**src/rtl/pdd_pkg.sv**
```systemverilog
// Shared types and constants for the presence detect / debounce / edge block.
// No dependencies; every rtl file imports this package.
package pdd_pkg;

   // Width of each debouncer's age counter.
   localparam int AGE_BITS = 8;
   localparam int TICK_BITS = 8;
   localparam int AGE_CMP_BITS = (AGE_BITS > TICK_BITS) ? AGE_BITS : TICK_BITS;

   localparam int WINDOW_BITS = 12;
   localparam int CSR_INDEX_BITS = 3;
   localparam int CSR_DATA_BITS = 12;

   typedef enum logic [CSR_INDEX_BITS-1:0] {
      CSR_OVERRIDE_MODE  = 3'd0,
      CSR_DEBOUNCE_TICKS = 3'd1,
      CSR_DETECT_WINDOW  = 3'd2,
      CSR_DETECT_THRESH  = 3'd3,
      CSR_DETECT_INTERVAL = 3'd4
   } csr_index_type;

   typedef enum logic [1:0] {
      MODE_FORCE_OFF = 2'd0,
      MODE_FORCE_ON  = 2'd1,
      MODE_AUTO      = 2'd2,
      MODE_AUTO_ALT  = 2'd3
   } mode_type;

   // Detection status as it stands after the current tick.
   typedef struct packed {
      logic done;
      logic detected;
   } det_status_type;

   // Debouncer result for the current tick.
   typedef struct packed {
      logic level;
      logic rise;
   } dbc_out_type;

endpackage

```
**src/rtl/pdd_detect.sv**
```systemverilog
// Boot-time board detection: sampling countdown, low streak and window timer.
// Depends on pdd_pkg.
module pdd_detect
   import pdd_pkg::*;
(
   input  logic                   clock,
   input  logic                   reset,
   input  logic                   step,
   input  logic                   any_low,
   input  logic [WINDOW_BITS-1:0] window_ticks,
   input  logic [7:0]             threshold,
   input  logic [7:0]             interval,
   output det_status_type         status
);

   logic [WINDOW_BITS-1:0] elapsed_ff, elapsed_in;
   logic [7:0]             countdown_ff, countdown_in;
   logic [7:0]             streak_ff, streak_in;
   logic                   detected_ff, detected_in;
   logic                   done_ff, done_in;
   logic [7:0]             streak_inc;

   always_comb begin
      elapsed_in   = elapsed_ff;
      countdown_in = countdown_ff;
      streak_in    = streak_ff;
      detected_in  = detected_ff;
      done_in      = done_ff;
      streak_inc   = (streak_ff != 8'hFF) ? streak_ff + 8'd1 : streak_ff;
      if (!done_ff) begin
         if (elapsed_ff >= window_ticks) begin
            done_in = 1'b1;
         end else begin
            if (countdown_ff == 8'd0) begin
               if (any_low) begin
                  streak_in = streak_inc;
                  if (streak_inc >= threshold) begin
                     detected_in = 1'b1;
                     done_in     = 1'b1;
                  end
               end else begin
                  streak_in = 8'd0;
               end
               // An interval of zero behaves as one: sample on every tick.
               countdown_in = (interval == 8'd0) ? 8'd0 : interval - 8'd1;
            end else begin
               countdown_in = countdown_ff - 8'd1;
            end
            elapsed_in = elapsed_ff + WINDOW_BITS'(1);
            if (elapsed_in >= window_ticks) begin
               done_in = 1'b1;
            end
         end
      end
   end

   always_ff @(posedge clock) begin
      if (reset) begin
         elapsed_ff   <= '0;
         countdown_ff <= '0;
         streak_ff    <= '0;
         detected_ff  <= 1'b0;
         done_ff      <= 1'b0;
      end else if (step) begin
         elapsed_ff   <= elapsed_in;
         countdown_ff <= countdown_in;
         streak_ff    <= streak_in;
         detected_ff  <= detected_in;
         done_ff      <= done_in;
      end
   end

   assign status.done     = done_in;
   assign status.detected = detected_in;

endmodule

```
**src/rtl/pdd_debounce.sv**
```systemverilog
// One timer debouncer with a saturating age counter and rising-edge output.
// Depends on pdd_pkg.
module pdd_debounce
   import pdd_pkg::*;
(
   input  logic                 clock,
   input  logic                 reset,
   input  logic                 step,
   input  logic                 active,
   input  logic                 raw,
   input  logic [TICK_BITS-1:0] debounce_ticks,
   output dbc_out_type          result
);

   logic                raw_last_ff, raw_last_in;
   logic [AGE_BITS-1:0] age_ff, age_in;
   logic                prev_ff, prev_in;
   logic [AGE_CMP_BITS-1:0] age_ext;
   logic [AGE_CMP_BITS-1:0] ticks_ext;
   logic                level;

   always_comb begin
      raw_last_in = raw_last_ff;
      age_in      = (age_ff != '1) ? age_ff + AGE_BITS'(1) : age_ff;
      if (active && (raw != raw_last_ff)) begin
         raw_last_in = raw;
         age_in      = '0;
      end
      age_ext   = AGE_CMP_BITS'(age_in);
      ticks_ext = AGE_CMP_BITS'(debounce_ticks);
      // Until the level has held long enough, the inverse of the last raw value shows.
      level   = (age_ext >= ticks_ext) ? raw_last_in : !raw_last_in;
      prev_in = active ? level : prev_ff;
   end

   always_ff @(posedge clock) begin
      if (reset) begin
         raw_last_ff <= 1'b0;
         age_ff      <= '1;
         prev_ff     <= 1'b0;
      end else if (step) begin
         raw_last_ff <= raw_last_in;
         age_ff      <= age_in;
         prev_ff     <= prev_in;
      end
   end

   assign result.level = level;
   assign result.rise  = level && !prev_ff;

endmodule

```
**src/rtl/presence_detect_debounce_edge.sv**
```systemverilog
// Top level: configuration registers, detection, three debouncers, sticky
// edge flags and the result register. Depends on pdd_pkg, pdd_detect, pdd_debounce.
//
// Usage: each request beat is one 1 ms tick carrying three active-low pin
// levels and two acknowledge bits. Each accepted beat produces exactly one
// response beat with the debounced coin sense, the sticky button edge flags
// and the detection status.
// The response is registered: it appears in the cycle after the request is
// accepted. Throughput is one beat per cycle while the receiver does not stall;
// the single result register is refilled in the same cycle that its beat is taken.
// When the receiver stalls, the result stays in the register and req_ready
// drops until rsp_ready returns; no beat is lost.
// Configuration writes on the csr_ channel are always accepted and take
// effect for the next tick; write only while no tick is in flight.
// Reset (synchronous, active high) restores the default configuration,
// restarts the detection phase and empties the result register.
module presence_detect_debounce_edge
   import pdd_pkg::*;
(
   input  logic                      clock,
   input  logic                      reset,
   input  logic                      req_valid,
   output logic                      req_ready,
   input  logic                      req_sense_level,
   input  logic                      req_button_a_level,
   input  logic                      req_button_b_level,
   input  logic                      req_ack_a,
   input  logic                      req_ack_b,
   output logic                      rsp_valid,
   input  logic                      rsp_ready,
   output logic                      rsp_coins_ready,
   output logic                      rsp_button_a_pressed,
   output logic                      rsp_button_b_pressed,
   output logic                      rsp_logic_active,
   output logic                      rsp_board_detected,
   output logic                      rsp_detection_done,
   input  logic                      csr_valid,
   output logic                      csr_ready,
   input  logic [CSR_INDEX_BITS-1:0] csr_index,
   input  logic [CSR_DATA_BITS-1:0]  csr_wdata
);

   logic [1:0]             mode_ff;
   logic [TICK_BITS-1:0]   debounce_ticks_ff;
   logic [WINDOW_BITS-1:0] window_ff;
   logic [7:0]             threshold_ff;
   logic [7:0]             interval_ff;

   logic                   step;
   logic [2:0]             raw;
   logic                   active;
   det_status_type         det;
   dbc_out_type            dbc [3];
   logic [1:0]             edge_ff, edge_in;
   logic                   rsp_valid_ff;
   logic                   coins_ff, a_ff, b_ff, active_ff, detected_ff, done_ff;

   assign csr_ready = 1'b1;
   assign req_ready = !rsp_valid_ff || rsp_ready;
   assign step      = req_valid && req_ready;
   assign raw       = {!req_button_b_level, !req_button_a_level, !req_sense_level};

   always_ff @(posedge clock) begin
      if (reset) begin
         mode_ff           <= MODE_AUTO;
         debounce_ticks_ff <= 8'd50;
         window_ff         <= 12'd1000;
         threshold_ff      <= 8'd10;
         interval_ff       <= 8'd10;
      end else if (csr_valid && csr_ready) begin
         unique case (csr_index)
            CSR_OVERRIDE_MODE:   mode_ff           <= csr_wdata[1:0];
            CSR_DEBOUNCE_TICKS:  debounce_ticks_ff <= csr_wdata[TICK_BITS-1:0];
            CSR_DETECT_WINDOW:   window_ff         <= csr_wdata[WINDOW_BITS-1:0];
            CSR_DETECT_THRESH:   threshold_ff      <= csr_wdata[7:0];
            CSR_DETECT_INTERVAL: interval_ff       <= csr_wdata[7:0];
            default: ;
         endcase
      end
   end

   pdd_detect u_detect (
      .clock        (clock),
      .reset        (reset),
      .step         (step),
      .any_low      (|raw),
      .window_ticks (window_ff),
      .threshold    (threshold_ff),
      .interval     (interval_ff),
      .status       (det)
   );

   // Mode 3 is taken as automatic.
   assign active = det.done &&
                   ((mode_ff == MODE_FORCE_ON) || (mode_ff >= MODE_AUTO && det.detected));

   for (genvar ch = 0; ch < 3; ch++) begin : g_dbc
      pdd_debounce u_dbc (
         .clock          (clock),
         .reset          (reset),
         .step           (step),
         .active         (active),
         .raw            (raw[ch]),
         .debounce_ticks (debounce_ticks_ff),
         .result         (dbc[ch])
      );
   end

   // Acknowledge clears first, so an edge in the same tick survives.
   always_comb begin
      edge_in[0] = (edge_ff[0] && !req_ack_a) || (active && dbc[1].rise);
      edge_in[1] = (edge_ff[1] && !req_ack_b) || (active && dbc[2].rise);
   end

   always_ff @(posedge clock) begin
      if (reset) begin
         edge_ff      <= '0;
         rsp_valid_ff <= 1'b0;
      end else begin
         if (step) begin
            edge_ff <= edge_in;
         end
         if (step) begin
            rsp_valid_ff <= 1'b1;
         end else if (rsp_ready) begin
            rsp_valid_ff <= 1'b0;
         end
      end
   end

   always_ff @(posedge clock) begin
      if (step) begin
         coins_ff    <= active ? dbc[0].level : 1'b1;
         a_ff        <= active ? edge_in[0] : 1'b1;
         b_ff        <= active ? edge_in[1] : 1'b0;
         active_ff   <= active;
         detected_ff <= det.detected;
         done_ff     <= det.done;
      end
   end

   assign rsp_valid            = rsp_valid_ff;
   assign rsp_coins_ready      = coins_ff;
   assign rsp_button_a_pressed = a_ff;
   assign rsp_button_b_pressed = b_ff;
   assign rsp_logic_active     = active_ff;
   assign rsp_board_detected   = detected_ff;
   assign rsp_detection_done   = done_ff;

`ifndef SYNTH
   a_active_needs_done: assert property (@(posedge clock) disable iff (reset)
      rsp_valid_ff && active_ff |-> done_ff)
      else $error("logic active before detection finished");

   a_detected_needs_done: assert property (@(posedge clock) disable iff (reset)
      rsp_valid_ff && detected_ff |-> done_ff)
      else $error("board detected while detection still running");

   a_inactive_passthru: assert property (@(posedge clock) disable iff (reset)
      rsp_valid_ff && !active_ff |-> coins_ff && a_ff && !b_ff)
      else $error("pass-through values wrong while logic inactive");

   a_step_fills: assert property (@(posedge clock) disable iff (reset)
      step |=> rsp_valid_ff)
      else $error("accepted tick produced no result");
`endif

endmodule

```
**config.mk**
```make
export PLATFORM = sky130hd
export DESIGN_NAME = presence_detect_debounce_edge
export DESIGN_NICKNAME = d
export VERILOG_FILES = /design/src/rtl/pdd_pkg.sv /design/src/rtl/pdd_detect.sv /design/src/rtl/pdd_debounce.sv /design/src/rtl/presence_detect_debounce_edge.sv
export SDC_FILE = /design/constraint.sdc
export NUM_CORES = 1
export LEC_CHECK = 0
export BUFFER_PORTS_ARGS = -buffer_cell sky130_fd_sc_hd__buf_4
export CAP_MARGIN = 20
export CELL_PAD_IN_SITES_DETAIL_PLACEMENT = 0
export CELL_PAD_IN_SITES_GLOBAL_PLACEMENT = 1
export CORE_MARGIN = 3
export CORE_UTILIZATION = 42
export CTS_CLUSTER_DIAMETER = 50
export DETAILED_ROUTE_END_ITERATION = 10
export PLACE_DENSITY_LB_ADDON = 0.1
export SLEW_MARGIN = 20
export SYNTH_ARGS = -nofsm -noshare
export SYNTH_HDL_FRONTEND = slang
export SYNTH_SLANG_ARGS = --single-unit
```
**constraint.sdc**
```tcl
create_clock -name clock -period 5 [get_ports clock]
set_input_delay 1 -clock clock [delete_from_list [all_inputs] [get_ports clock]]
set_output_delay 1 -clock clock [all_outputs]
set_load 0.02 [all_outputs]
```
-- Word-level counts from Yosys, hierarchy flattened
Cells that the tools add are included.
Widths: inputs -> output; s select.
- bitwise gates (word level): 2
- add/sub/neg operators: 7
- equal/unequal tests: 12
- $lt $le $gt $ge: 7
- mux-type cells: 29
- reductions and logical operators: 40
- operator list (operator ; count):
    $mux 8 ; 10
    $add 8x1->8 const B ; 4
    $ge 8x8->1 ; 4
    $ne 8x8->1 const B ; 4
    $ge 12x12->1 ; 2
    $mux 1 ; 19
    $logic_not 8->1 ; 2
    $sub 8x1->8 const B ; 2
    $add 12x1->12 const B ; 1
    $logic_and 1x1->1 ; 12
    $reduce_and 2->1 ; 6
    $logic_not 1->1 ; 11
    $eq 3x2->1 const B ; 2
    $logic_or 1x1->1 ; 4
    $reduce_and 4->1 ; 1
    $eq 3x1->1 const B ; 1
    $eq 3x3->1 const B ; 1
    $logic_not 3->1 ; 1
    $ne 1x1->1 ; 3
    $reduce_and 3->1 ; 1
    $reduce_or 3->1 ; 1
    $eq 2x1->1 const B ; 1
    $ge 2x2->1 const B ; 1
    $not 1->1 ; 2
    $reduce_bool 2->1 ; 1
- input port bits: 25
- output and inout bits: 9
- register bits: 106
- word-level logic and storage cells: 123

-- Depth between registers and ports, before layout
Gate-level depths: netlist of run 1.
- word-level depth: 18
- gate-level depth with buffers: 22

-- By module
Synthesis of run 1 repeated with hierarchy kept, for this count alone.
- cell total of the unflattened synthesis: 879
- area total of the unflattened synthesis: 7247.0 sq um
- modules (own cells, without submodules) (module ; area each (sq um) ; cells each ; instances):
    pdd_debounce ; 917.1 ; 119 ; 3
    pdd_detect ; 2681.3 ; 340 ; 1
    presence_detect_debounce_edge ; 1814.2 ; 182 ; 1

-- Worst setup path after synthesis of run 1
No wires, ideal clock.
- path type: register to register
- start point: reg u_detect.streak_ff[0]
- end point: reg b_ff (netlist: rsp_button_b_pressed) (data pin)
- setup slack: 0.255 ns
- period minus slack after synthesis: 4.745 ns
- required time: 4.746 ns
- setup time: 0.254 ns
- arrival: 4.490 ns
- cell stages (with the launch flop): 21
- path through: dfxtp_1 -> ha_1 -> nand2_1 -> o41a_1 -> nand3_1 -> xnor2_1 -> ha_1 -> a211oi_1 -> nor2_1 -> a211oi_2 -> o32ai_4 -> nor3_4 -> nor3_1 -> buf_2 -> nor3_1 -> ha_1 -> o21ai_0 -> nor3_1 -> a2111oi_0 -> a21oi_1 -> o21a_1
- longest elaborated chain between the ends: 18
- elaborated cells between the ends (all ways): 27
- RTL lines (element ; line ; RTL):
    start: declaration ; pdd_detect.sv:18 ; logic [7:0] streak_ff, streak_in;
    start signal: assignment ; pdd_detect.sv:67 ; streak_ff <= streak_in;
    $add 8x1->8 or $ne 8x8->1 (tied branches) ; pdd_detect.sv:29 ; streak_inc = (streak_ff != 8'hFF) ? streak_ff + 8'd1 : streak_ff;
    $mux 8 * ; pdd_detect.sv:29 ;
    $ge 8x8->1 * ; pdd_detect.sv:37 ; if (streak_inc >= threshold) begin
    $mux 1 ; pdd_detect.sv:37 ;
    $mux 1 ; pdd_detect.sv:35 ; if (any_low) begin
    $mux 1 ; pdd_detect.sv:34 ; if (countdown_ff == 8'd0) begin
    $mux 1 ; pdd_detect.sv:31 ; if (elapsed_ff >= window_ticks) begin
    $mux 1 ; pdd_detect.sv:30 ; if (!done_ff) begin
    (+3 left out) ; n/a ;
    $logic_and 1x1->1 * ; pdd_debounce.sv:25 ; if (active && (raw != raw_last_ff)) begin
    $mux 8 * ; pdd_debounce.sv:25 ;
    via g_dbc[2].u_dbc.age_ext[6] ; pdd_debounce.sv:18 ; logic [AGE_CMP_BITS-1:0] age_ext;
    $ge 8x8->1 * ; pdd_debounce.sv:32 ; level = (age_ext >= ticks_ext) ? raw_last_in : !raw_last_in;
    $mux 1 * ; pdd_debounce.sv:32 ;
    $logic_and 1x1->1 * ; pdd_debounce.sv:49 ; assign result.rise = level && !prev_ff;
    $logic_and 1x1->1 * ; presence_detect_debounce_edge.sv:112 ; edge_in[1] = (edge_ff[1] && !req_ack_b) || (active && dbc[2].rise);
    $logic_or 1x1->1 * ; presence_detect_debounce_edge.sv:112 ;
    end signal: assignment ; presence_detect_debounce_edge.sv:135 ; b_ff <= active ? edge_in[1] : 1'b0;
    end: declaration ; presence_detect_debounce_edge.sv:56 ; logic coins_ff, a_ff, b_ff, active_ff, detected_ff, done_ff;
Mark *: on every way through the listed nets, which the timed path passes. The rest lies on a longest branch.
A chain may end at the register's enable or synchronous reset.

-- Final worst setup path of run 1
Same ends and word-level chain as after synthesis.

==> results of run 1 <==
stage by stage:
| step | area [um2] | utilization |
|---|---|---|
| floorplan | 6800 | - |
| global placement | 7280 | 0.468 |
| detailed placement | 7280 | 0.468 |
| CTS | 7590 | 0.488 |
| global route | 7670 | 0.493 |
| finish | 7670 | 0.493 |
power breakdown:
| group | internal [mW] | switching (mW) | leakage, nW | total, mW |
|---|---|---|---|---|
| Clock | 0.410 | 0.352 | 0.156 | 0.762 |
| Sequential | 0.961 | 0.134 | 0.869 | 1.09 |
| Combinational | 0.790 | 1.11 | 2.17 | 1.90 |
| Total | 2.16 | 1.59 | 3.19 | 3.75 |
cells by family after synthesis:
logic type | Yosys count | synth area share
other | 1 | 0.000551
AO/OA/AOI/OAI | 226 | 0.218
flip-flops | 106 | 0.321
buffers and inverters | 83 | 0.0497
XOR/XNOR | 30 | 0.0386
adder cells (fa/ha/maj) | 64 | 0.118
AND/OR/NAND/NOR | 324 | 0.235
multiplexers | 13 | 0.0195
Yosys cell counts, drive strengths merged, types with 9 or more instances:
master | count | area (um2)
buf | 10 | 63.8
mux2i | 11 | 110
clkbuf | 27 | 101
xnor2 | 13 | 114
inv | 44 | 165
o221ai | 10 | 87.6
or2 | 9 | 56.3
dfxtp | 100 | 2000
nor3 | 24 | 148
ha | 64 | 801
nand2 | 117 | 439
o31ai | 18 | 150
xor2 | 17 | 149
o21ai | 42 | 214
nand3 | 23 | 115
nor2 | 74 | 285
or3 | 13 | 81.3
nand4 | 11 | 68.8
o211ai | 18 | 135
a21oi | 86 | 430
and3 | 14 | 87.6
routing by layer:
layer | part of all wire | track usage
met5 | 0 | 0
met2 | 0.49 | 0.360
met4 | 0.017 | 0.0543
met3 | 0.039 | 0.0434
met1 | 0.45 | 0.259
how the worst max path moves through the flow:
stage                                                   start                            endpoint  slack (ps)  cells after the start
after global routing       u_detect.streak_ff[0]$_SDFFE_PP0P_       rsp_coins_ready$_SDFFCE_PN1P_         -30                     21
after CTS                  u_detect.streak_ff[0]$_SDFFE_PP0P_  rsp_button_b_pressed$_SDFFCE_PN0P_          50                     20
after global placement     u_detect.streak_ff[0]$_SDFFE_PP0P_  rsp_button_b_pressed$_SDFFCE_PN0P_         130                     20
final                      u_detect.streak_ff[0]$_SDFFE_PP0P_  rsp_button_b_pressed$_SDFFCE_PN0P_         240                     21
after detailed placement  u_detect.elapsed_ff[0]$_SDFFE_PP0P_  rsp_button_a_pressed$_SDFFCE_PN1P_         -40                     19
after floorplan            u_detect.streak_ff[0]$_SDFFE_PP0P_  rsp_button_b_pressed$_SDFFCE_PN0P_         260                     20
critical path, delay by kind of cell, from the launching register on:
kind	cells	cell delay, ps
flops	1	370
simple gates	7	1000
compound gates	8	1970
xor+xnor	1	70
buf+inv	2	350
fa+ha+maj	3	750
final cells by class:
cell class	count	area [um2]
Tap cell	211	264
Clock buffer	10	239
Sequential cell	106	2190
Clock inverter	6	70.1
Fill cell	1565	7870
Timing Repair Buffer	50	383
Multi-Input combinational cell	658	4350
Inverter	46	173
flip-flops by register name (all words and copies together) (netlist names):
| name | flops |
|---|---|
| u_detect.detected_ff | 1 |
| u_detect.countdown_ff | 8 |
| g_dbc.u_dbc.prev_ff | 2 |
| rsp_button_a_pressed | 1 |
| window_ff | 12 |
| u_detect.done_ff | 1 |
| rsp_logic_active | 1 |
| rsp_button_b_pressed | 1 |
| g_dbc.u_dbc.raw_last_ff | 3 |
| u_detect.streak_ff | 8 |
| threshold_ff | 8 |
| rsp_coins_ready | 1 |
| rsp_board_detected | 1 |
| rsp_detection_done | 1 |
| g_dbc.u_dbc.age_ff | 24 |
| u_detect.elapsed_ff | 12 |
| interval_ff | 8 |
| mode_ff | 2 |
| rsp_valid | 1 |
| edge_ff | 2 |
| debounce_ticks_ff | 8 |
what timing repair did:
item / CTS / global route
endpoints found under the setup margin: 3 / 7
buffers inserted: 0 / 1
gates resized for setup: 1 / 22
hold buffers: 0 / 0
pin swaps: 0 / 10
gates cloned: 0 / 0
==> results.json, run 1 <==
{
  "port_buffers": 32,
  "dp.cells": 1070,
  "r2r_setup_slack_ps": 240,
  "synth_seq_cells": 106,
  "p_total_mw": 3.75,
  "criticalPathCategory": "reg2reg",
  "critical_path_peak_fanout": 11,
  "cp-start-kind": "flop",
  "hold_viol": 0,
  "critPathMaxStageDelay_ps": 500,
  "crit_arrival_ps": 4880,
  "yosysWarnings": 0,
  "syn-cell-area_um2": 6800,
  "pre_cts_ws_ps": -40.2,
  "fp.dieH_um": 133,
  "tritoncts": "yes",
  "cp_cell_sequence": "ha_1 > nand2_1 > o41a_1 > nand3_2 > xnor2_2 > ha_1 > a211oi_2 > nor2_1 > a211oi_2 > buf_4 > o32ai_4 > nor3_4 > nor3_1 > buf_4 > nor3_1 > ha_1 > o21ai_1 > nor3_1 > a2111oi_2 > a21oi_1 > o21a_1",
  "htree_levels": 3,
  "drt-vias-per-instance": 5.68,
  "worstPathRequired_ps": 5120,
  "instances_no_fill": 1087,
  "cts_buffer_depth": 2,
  "grt.total_usage": 0.206,
  "hp-class": "reg2reg",
  "endpoint_kind": "flop",
  "core-area_um2": 15500,
  "clock_skew_ps": 11.2,
  "vias": 6175,
  "insertion_delay_ps": 360,
  "max-vdd-ir-drop_mv": 0.190,
  "yosysSeqAreaShare": 0.321,
  "initial_utilization": 0.438,
  "timing.rr.start": "u_detect.streak_ff[0]$_SDFFE_PP0P_",
  "r2r-end": "rsp_button_b_pressed$_SDFFCE_PN0P_",
  "power.density_nw_per_um2": 490,
  "drv_slew": 0,
  "clock-sinks": 106,
  "cts.clk_slew.worst_paths_ps": 70,
  "dp_hpwl_um": 13100,
  "gp_congestion": 0.877,
  "grt_pass1_wl_um": 29800,
  "drt_iter0_drc": 336,
  "antenna_found_initial": 0,
  "tightest_slew_ps": 873,
  "drive_above_1_share": 0.126,
  "wl_per_cell_um": 16.6,
  "synth_ff_type": "dfxtp_1",
  "num_io_pins": 34,
  "grt-ovfl-total": 0,
  "synth_cells": 847,
  "status": "finished, final reports clean",
  "crit_path_top_delay_cell": "o41a_1",
  "finalSetupViolations": 0,
  "synth_nets": 936,
  "slew_headroom": 0.418,
  "setup_tns_ps": 0,
  "cts_made_buffers": 9,
  "leakage_nw": 3.19,
  "syn_avg_cell_area_um2": 8.03,
  "first_pass_iters": 5,
  "cap_violations": 0,
  "grt_pass1_vias": 5978,
  "synthArstFlopShare": 0,
  "synth_edf_count": 6,
  "route.antenna.remaining_nets": 0,
  "grt_max_degree": 76,
  "hold_start": "threshold_ff[2]$_SDFFE_PP0P_",
  "fmax_ghz": 0.210,
  "rows": 45,
  "num-nets-final": 960,
  "die_w_um": 133,
  "layout_common_cells": "117 x nand2_1, 97 x dfxtp_1, 86 x a21oi_1, 72 x nor2_1, 64 x ha_1",
  "root_buffer": "clkbuf_16",
  "drt_drc_violations_left": 0,
  "setup_slack_ps": 241,
  "detail_route.wirelength_um": 18000,
  "hold_depth": 2,
  "period_share": 0.952,
  "rr_worst_depth": 21,
  "synth_cell_types": 75,
  "syn_to_final_growth_pct": 12.7,
  "min_to": "threshold_ff[2]$_SDFFE_PP0P_",
  "final_common_cell": "nand2_1",
  "antenna_cells": 0,
  "whs_ps": 457,
  "dieArea_um2": 17800,
  "post-route-min-period_ps": 4760
}
Power figures use the tool's default switching activity.
==> run 2, diff against run 1 <==
--- a/config.mk
+++ b/config.mk
@@ -7,13 +7,12 @@
 export LEC_CHECK = 0
 export BUFFER_PORTS_ARGS = -buffer_cell sky130_fd_sc_hd__buf_4
 export CAP_MARGIN = 20
-export CELL_PAD_IN_SITES_DETAIL_PLACEMENT = 0
-export CELL_PAD_IN_SITES_GLOBAL_PLACEMENT = 1
 export CORE_MARGIN = 3
-export CORE_UTILIZATION = 42
+export CORE_UTILIZATION = 55
 export CTS_CLUSTER_DIAMETER = 50
 export DETAILED_ROUTE_END_ITERATION = 10
-export PLACE_DENSITY_LB_ADDON = 0.1
+export GPL_TIMING_DRIVEN = 0
+export PLACE_DENSITY = 0.76
 export SLEW_MARGIN = 20
 export SYNTH_ARGS = -nofsm -noshare
 export SYNTH_HDL_FRONTEND = slang
==> run 2 against run 1 <==
Critical path depth stayed put. Routed wire length is 4.4% higher. Count of clock-buffer cells in the layout is 1 lower. Total power is 0.15% lower. First-iteration DRC count is 62% higher. Clock skew is 3.2 ps lower. Critical endpoint is now rsp_coins_ready$_SDFFCE_PN1P_. Largest cell class unchanged. Highest routed layer unchanged.
==> results.json, run 2 (synthesis results as in run 1) <==
{
  "drv_slew": 0,
  "criticalPathCategory": "reg2reg",
  "antenna_found_initial": 0,
  "die_w_um": 117,
  "gp_congestion": 0.907,
  "rr_worst_depth": 21,
  "p_sw_mw": 1.63,
  "dpl_cell_area_um2": 7240,
  "cp-start-kind": "flop",
  "cts_made_buffers": 9,
  "p_int_mw": 2.12,
  "drt-vias-per-instance": 6.15,
  "period_share": 0.965,
  "fin_util": 0.657,
  "largest_reg_flops": 24,
  "setup_tns_ps": 0,
  "layout_common_cells": "117 x nand2_1, 95 x dfxtp_1, 85 x a21oi_1, 69 x nor2_1, 63 x ha_1",
  "insertion_delay_ps": 360,
  "switching_share": 0.435,
  "endpoint_kind": "flop",
  "power_frac_seq": 0.289,
  "worstPathRequired_ps": 5190,
  "grt_pass1_wl_um": 30200,
  "hold_buffers": 0,
  "grtUsageMet2": 0.465,
  "grt.total_usage": 0.278,
  "cts.clk_slew.worst_paths_ps": 80,
  "route.antenna.remaining_nets": 0,
  "syn_to_final_growth_pct": 13.5,
  "wl_per_cell_um": 17.6,
  "initial_utilization": 0.579,
  "cap_violations": 0,
  "top_regs": "g_dbc.u_dbc.age_ff (24), u_detect.elapsed_ff (12), window_ff (12)",
  "whs_ps": 463,
  "crit_arrival_ps": 5010,
  "finalSetupViolations": 0,
  "cts_buffer_depth": 2,
  "hold_viol": 0,
  "drt_drc_violations_left": 0,
  "status": "finished, final reports clean",
  "top_usage_layer": "met2",
  "vias": 6559,
  "htree_levels": 3,
  "grt-ovfl-total": 0,
  "detail_route.wirelength_um": 18800,
  "grt_max_degree": 19,
  "power.density_nw_per_um2": 485,
  "final_common_cell": "nand2_1",
  "post-route-min-period_ps": 4830,
  "core-area_um2": 11800,
  "dieArea_um2": 13700,
  "fmax_ghz": 0.207,
  "tightest_slew_ps": 898,
  "hp-class": "reg2reg",
  "antenna_cells": 0,
  "drive_above_1_share": 0.130,
  "clock-sinks": 106,
  "hold_depth": 2,
  "stdcell_area_um2": 7720,
  "num_io_pins": 34,
  "critical_path_peak_fanout": 10,
  "grt_pass1_vias": 6421,
  "rows": 39,
  "fillers": 1004,
  "root_buffer": "clkbuf_16",
  "regMostFlops": "g_dbc.u_dbc.age_ff",
  "tritoncts": "yes",
  "port_buffers": 31,
  "num-nets-final": 986,
  "met1_usage": 0.342,
  "fp.dieH_um": 117,
  "clock_skew_ps": 8.02,
  "drt_iter0_drc": 545,
  "leakage_nw": 3.19,
  "power_frac_clock": 0.183,
  "grt.met3_usage": 0.0576,
  "power_frac_comb": 0.528,
  "slew_headroom": 0.402,
  "max-vdd-ir-drop_mv": 0.299,
  "dp_hpwl_um": 14000,
  "first_pass_iters": 5,
  "p_total_mw": 3.75
}
==> run 2: cell count changes in the layout (fill, tap and decap cells not counted), moves of 3 or more <==
cell and delta:
buf_6 +3, clkbuf_1 +27, nor2_2 +3, nor2_1 -3, buf_1 +3, buf_4 -7
==> run 2: per-stage QoR <==
step | worst slack (ps) | cells
after global routing | -43.9 | 1066
after global placement | -542 | 1042
after floorplan | 255 | 847
after CTS | 21.4 | 1064
after detailed placement | -615 | 1042
final | 174 | 1066
==> run 2: what timing repair did <==
action	CTS	global route
pin swaps	6	10
gates resized for setup	13	30
buffers inserted	6	2
endpoints found under the setup margin	7	7
==> run 2: final timing paths <==
| kind | from | end | slack, ps |
|---|---|---|---|
| max reg2reg | u_detect.streak_ff[0]$_SDFFE_PP0P_ | rsp_coins_ready$_SDFFCE_PN1P_ | 170 |
| min | debounce_ticks_ff[3]$_SDFFE_PP0P_ | debounce_ticks_ff[3]$_SDFFE_PP0P_ | 460 |
| max | u_detect.streak_ff[0]$_SDFFE_PP0P_ | rsp_coins_ready$_SDFFCE_PN1P_ | 170 |
| min reg2reg | debounce_ticks_ff[3]$_SDFFE_PP0P_ | debounce_ticks_ff[3]$_SDFFE_PP0P_ | 460 |
==> run 2: cell type report <==
class                      instances  area, um2  area share
timing repair buffer              39        297      0.0384
multi-input combinational        658       4400       0.570
inverter                          46        173      0.0224
clock buffer                       9        225      0.0292
buffer                            37        180      0.0233
clock inverter                     7       50.0     0.00648
sequential                       106       2190       0.284
tap                              164        205      0.0266
==> run 2: metal layers <==
layer / wire length (um) / up-vias
li1: - / 3161
met3: 1360 / 59
met4: 719 / 0
met1: 7800 / 3080
met2: 8920 / 259
met5: 0 / -
==> run 2: critical path, stage by stage, from the launching register on <==
cell       delay (ps)
dfxtp_4           390
ha_4              160
nand2_1            90
o41a_1            500
nand3_2           120
xnor2_2            80
ha_1              330
a211oi_2          230
nor2_2             80
a211oi_4          160
buf_6             150
o32ai_4           110
nor3_4            310
buf_4             220
nor3_1             70
buf_4             190
a21oi_1           170
ha_1              280
a2111oi_1         460
o21ai_1           160
and3_1            190
o21ai_0           210
==> run 2: power groups by stage <==
| stage | Sequential [mW] | Combinational [mW] | Clock (mW) |
|---|---|---|---|
| floorplan | 1.07 | 1.44 | 0 |
| global placement | 1.09 | 1.75 | 0 |
| detailed placement | 1.09 | 1.84 | 0 |
| CTS | 1.08 | 1.89 | 0.690 |
| global route | 1.10 | 2.22 | 0.728 |
| finish | 1.08 | 1.98 | 0.687 |
==> run 3, diff against run 2 <==
--- a/config.mk
+++ b/config.mk
@@ -12,6 +12,7 @@
 export CTS_CLUSTER_DIAMETER = 50
 export DETAILED_ROUTE_END_ITERATION = 10
 export GPL_TIMING_DRIVEN = 0
+export MAX_ROUTING_LAYER = met4
 export PLACE_DENSITY = 0.76
 export SLEW_MARGIN = 20
 export SYNTH_ARGS = -nofsm -noshare
==> run 3 against run 2 <==
Worst hold slack is essentially flat. Count of clock-buffer cells in the layout is the same. Maximum frequency is essentially flat. Combinational power shrank 3%. Largest cell class unchanged.
==> results.json, run 3 (synthesis results as in run 1) <==
{
  "antenna_found_initial": 0,
  "setup_slack_ps": 172,
  "critical_path_peak_fanout": 10,
  "port_buffers": 31,
  "power_frac_seq": 0.288,
  "wl_per_cell_um": 17.6,
  "endpoint_kind": "flop",
  "drv_slew": 0,
  "gp_congestion": 0.933,
  "drt_iter0_drc": 582,
  "cts.clk_slew.worst_paths_ps": 80,
  "drive_above_1_share": 0.126,
  "initial_utilization": 0.579,
  "whs_ps": 463,
  "grt_max_degree": 20,
  "die_w_um": 117,
  "regMostFlops": "g_dbc.u_dbc.age_ff",
  "clock-sinks": 106,
  "hold_depth": 2,
  "tritoncts": "yes",
  "leakage_nw": 3.19,
  "antenna_cells": 0,
  "htree_levels": 3,
  "fmax_ghz": 0.207,
  "slew_headroom": 0.283,
  "cts_buffer_depth": 2,
  "p_sw_mw": 1.62,
  "dieArea_um2": 13700,
  "rows": 39,
  "rr_worst_depth": 20,
  "layout_common_cells": "117 x nand2_1, 95 x dfxtp_1, 85 x a21oi_1, 69 x nor2_1, 63 x ha_1",
  "worstPathRequired_ps": 5120,
  "fp.dieH_um": 117,
  "drt_drc_violations_left": 0,
  "cap_violations": 0,
  "power_frac_comb": 0.513,
  "num_io_pins": 34,
  "hp-class": "reg2reg",
  "largest_reg_flops": 24,
  "cp-start-kind": "flop",
  "num-nets-final": 986,
  "detail_route.wirelength_um": 18800,
  "dp_hpwl_um": 14000,
  "status": "finished, final reports clean",
  "cts_made_buffers": 9,
  "drt-vias-per-instance": 6.17,
  "p_int_mw": 2.15,
  "power_frac_clock": 0.199,
  "finalSetupViolations": 0,
  "switching_share": 0.430,
  "pre_cts_ws_ps": -629,
  "grt_pass1_vias": 6259,
  "post-route-min-period_ps": 4830,
  "core-area_um2": 11800,
  "grt_pass1_wl_um": 30200,
  "root_buffer": "clkbuf_16",
  "hold_viol": 0,
  "crit_arrival_ps": 4950,
  "clock_skew_ps": 10.8,
  "tightest_slew_ps": 1070,
  "first_pass_iters": 5,
  "power.density_nw_per_um2": 487,
  "grt-ovfl-total": 0,
  "insertion_delay_ps": 370,
  "final_common_cell": "nand2_1",
  "top_regs": "g_dbc.u_dbc.age_ff (24), u_detect.elapsed_ff (12), window_ff (12)",
  "max-vdd-ir-drop_mv": 0.251,
  "grt.total_usage": 0.288,
  "syn_to_final_growth_pct": 13.7,
  "route.antenna.remaining_nets": 0,
  "criticalPathCategory": "reg2reg",
  "vias": 6575,
  "period_share": 0.966
}
[run 3: cell types whose count changed in the layout (fill, tap and decap cells not counted), sizes merged]
cell      change
inv           -1
bufinv        +1
buf           -1
clkinvlp      +1
clkinv        -1
clkbuf        +1
[run 3: worst max-delay path, cell delays in order (launching register included)]
cell and delay (ps):
dfxtp_1 420, nand3_2 160, o41a_1 440, nand3_2 110
xnor2_2 130, ha_1 290, a211oi_2 230, nor2_1 100
a211oi_4 210, buf_6 160, o32ai_4 110, nor3_4 240
nor3_2 100, buf_4 190, nor3_1 240, ha_1 280
o21ai_1 230, nor3_1 100, a2111oi_1 490, a21oi_1 150
o21a_1 200
[run 3: what timing repair did]
action | CTS | global route
endpoints found under the hold margin | 0 | 0
pin swaps | 9 | 9
setup endpoints to repair | 7 | 7
setup buffers | 6 | 2
hold buffers | 0 | 0
gates resized for setup | 17 | 24
[run 3: layout make-up]
type | count | area, um2
buffer | 37 | 176
sequential | 106 | 2190
clock buffer | 9 | 225
multi-input combinational | 658 | 4390
fill | 973 | 4020
clock inverter | 7 | 83.8
tap | 164 | 205
inverter | 46 | 173
timing repair buffer | 39 | 297
[run 3: final timing paths]
| path | from | endpoint | slack (ps) |
|---|---|---|---|
| setup / recovery | u_detect.streak_ff[5]$_SDFFE_PP0P_ | rsp_button_b_pressed$_SDFFCE_PN0P_ | 170 |
| hold / removal | threshold_ff[5]$_SDFFE_PP0P_ | threshold_ff[5]$_SDFFE_PP0P_ | 460 |
| setup reg to reg | u_detect.streak_ff[5]$_SDFFE_PP0P_ | rsp_button_b_pressed$_SDFFCE_PN0P_ | 170 |
| hold reg to reg | threshold_ff[5]$_SDFFE_PP0P_ | threshold_ff[5]$_SDFFE_PP0P_ | 460 |
[run 3: routing by layer]
layer  up-vias  GRT usage  share of wire
met2       234      0.486           0.49
met4         0     0.0826          0.021
met1      3152      0.346           0.42
met3        28     0.0638          0.065
li1       3161          -              -
met5         -          -              0
[run 3: through the flow]
stage	TNS (ps)	power, mW	instance area [um2]	instances	utilization
floorplan	0	2.50	6800	847	-
global placement	-3200	2.83	7240	1042	0.616
detailed placement	-3730	2.94	7240	1042	0.616
CTS	0	3.72	7650	1064	0.651
global route	-68.0	4.07	7740	1066	0.658
finish	0	3.77	7740	1066	0.658
[run 3: power by group through the flow]
stage          registers (mW)  logic, mW  clock network, mW
3_3_place_gp             1.09       1.75                  0
5_1_grt                  1.10       2.18              0.790
2_1_floorplan            1.07       1.44                  0
3_5_place_dp             1.09       1.84                  0
4_1_cts                  1.08       1.88              0.756
6_report                 1.09       1.93              0.749
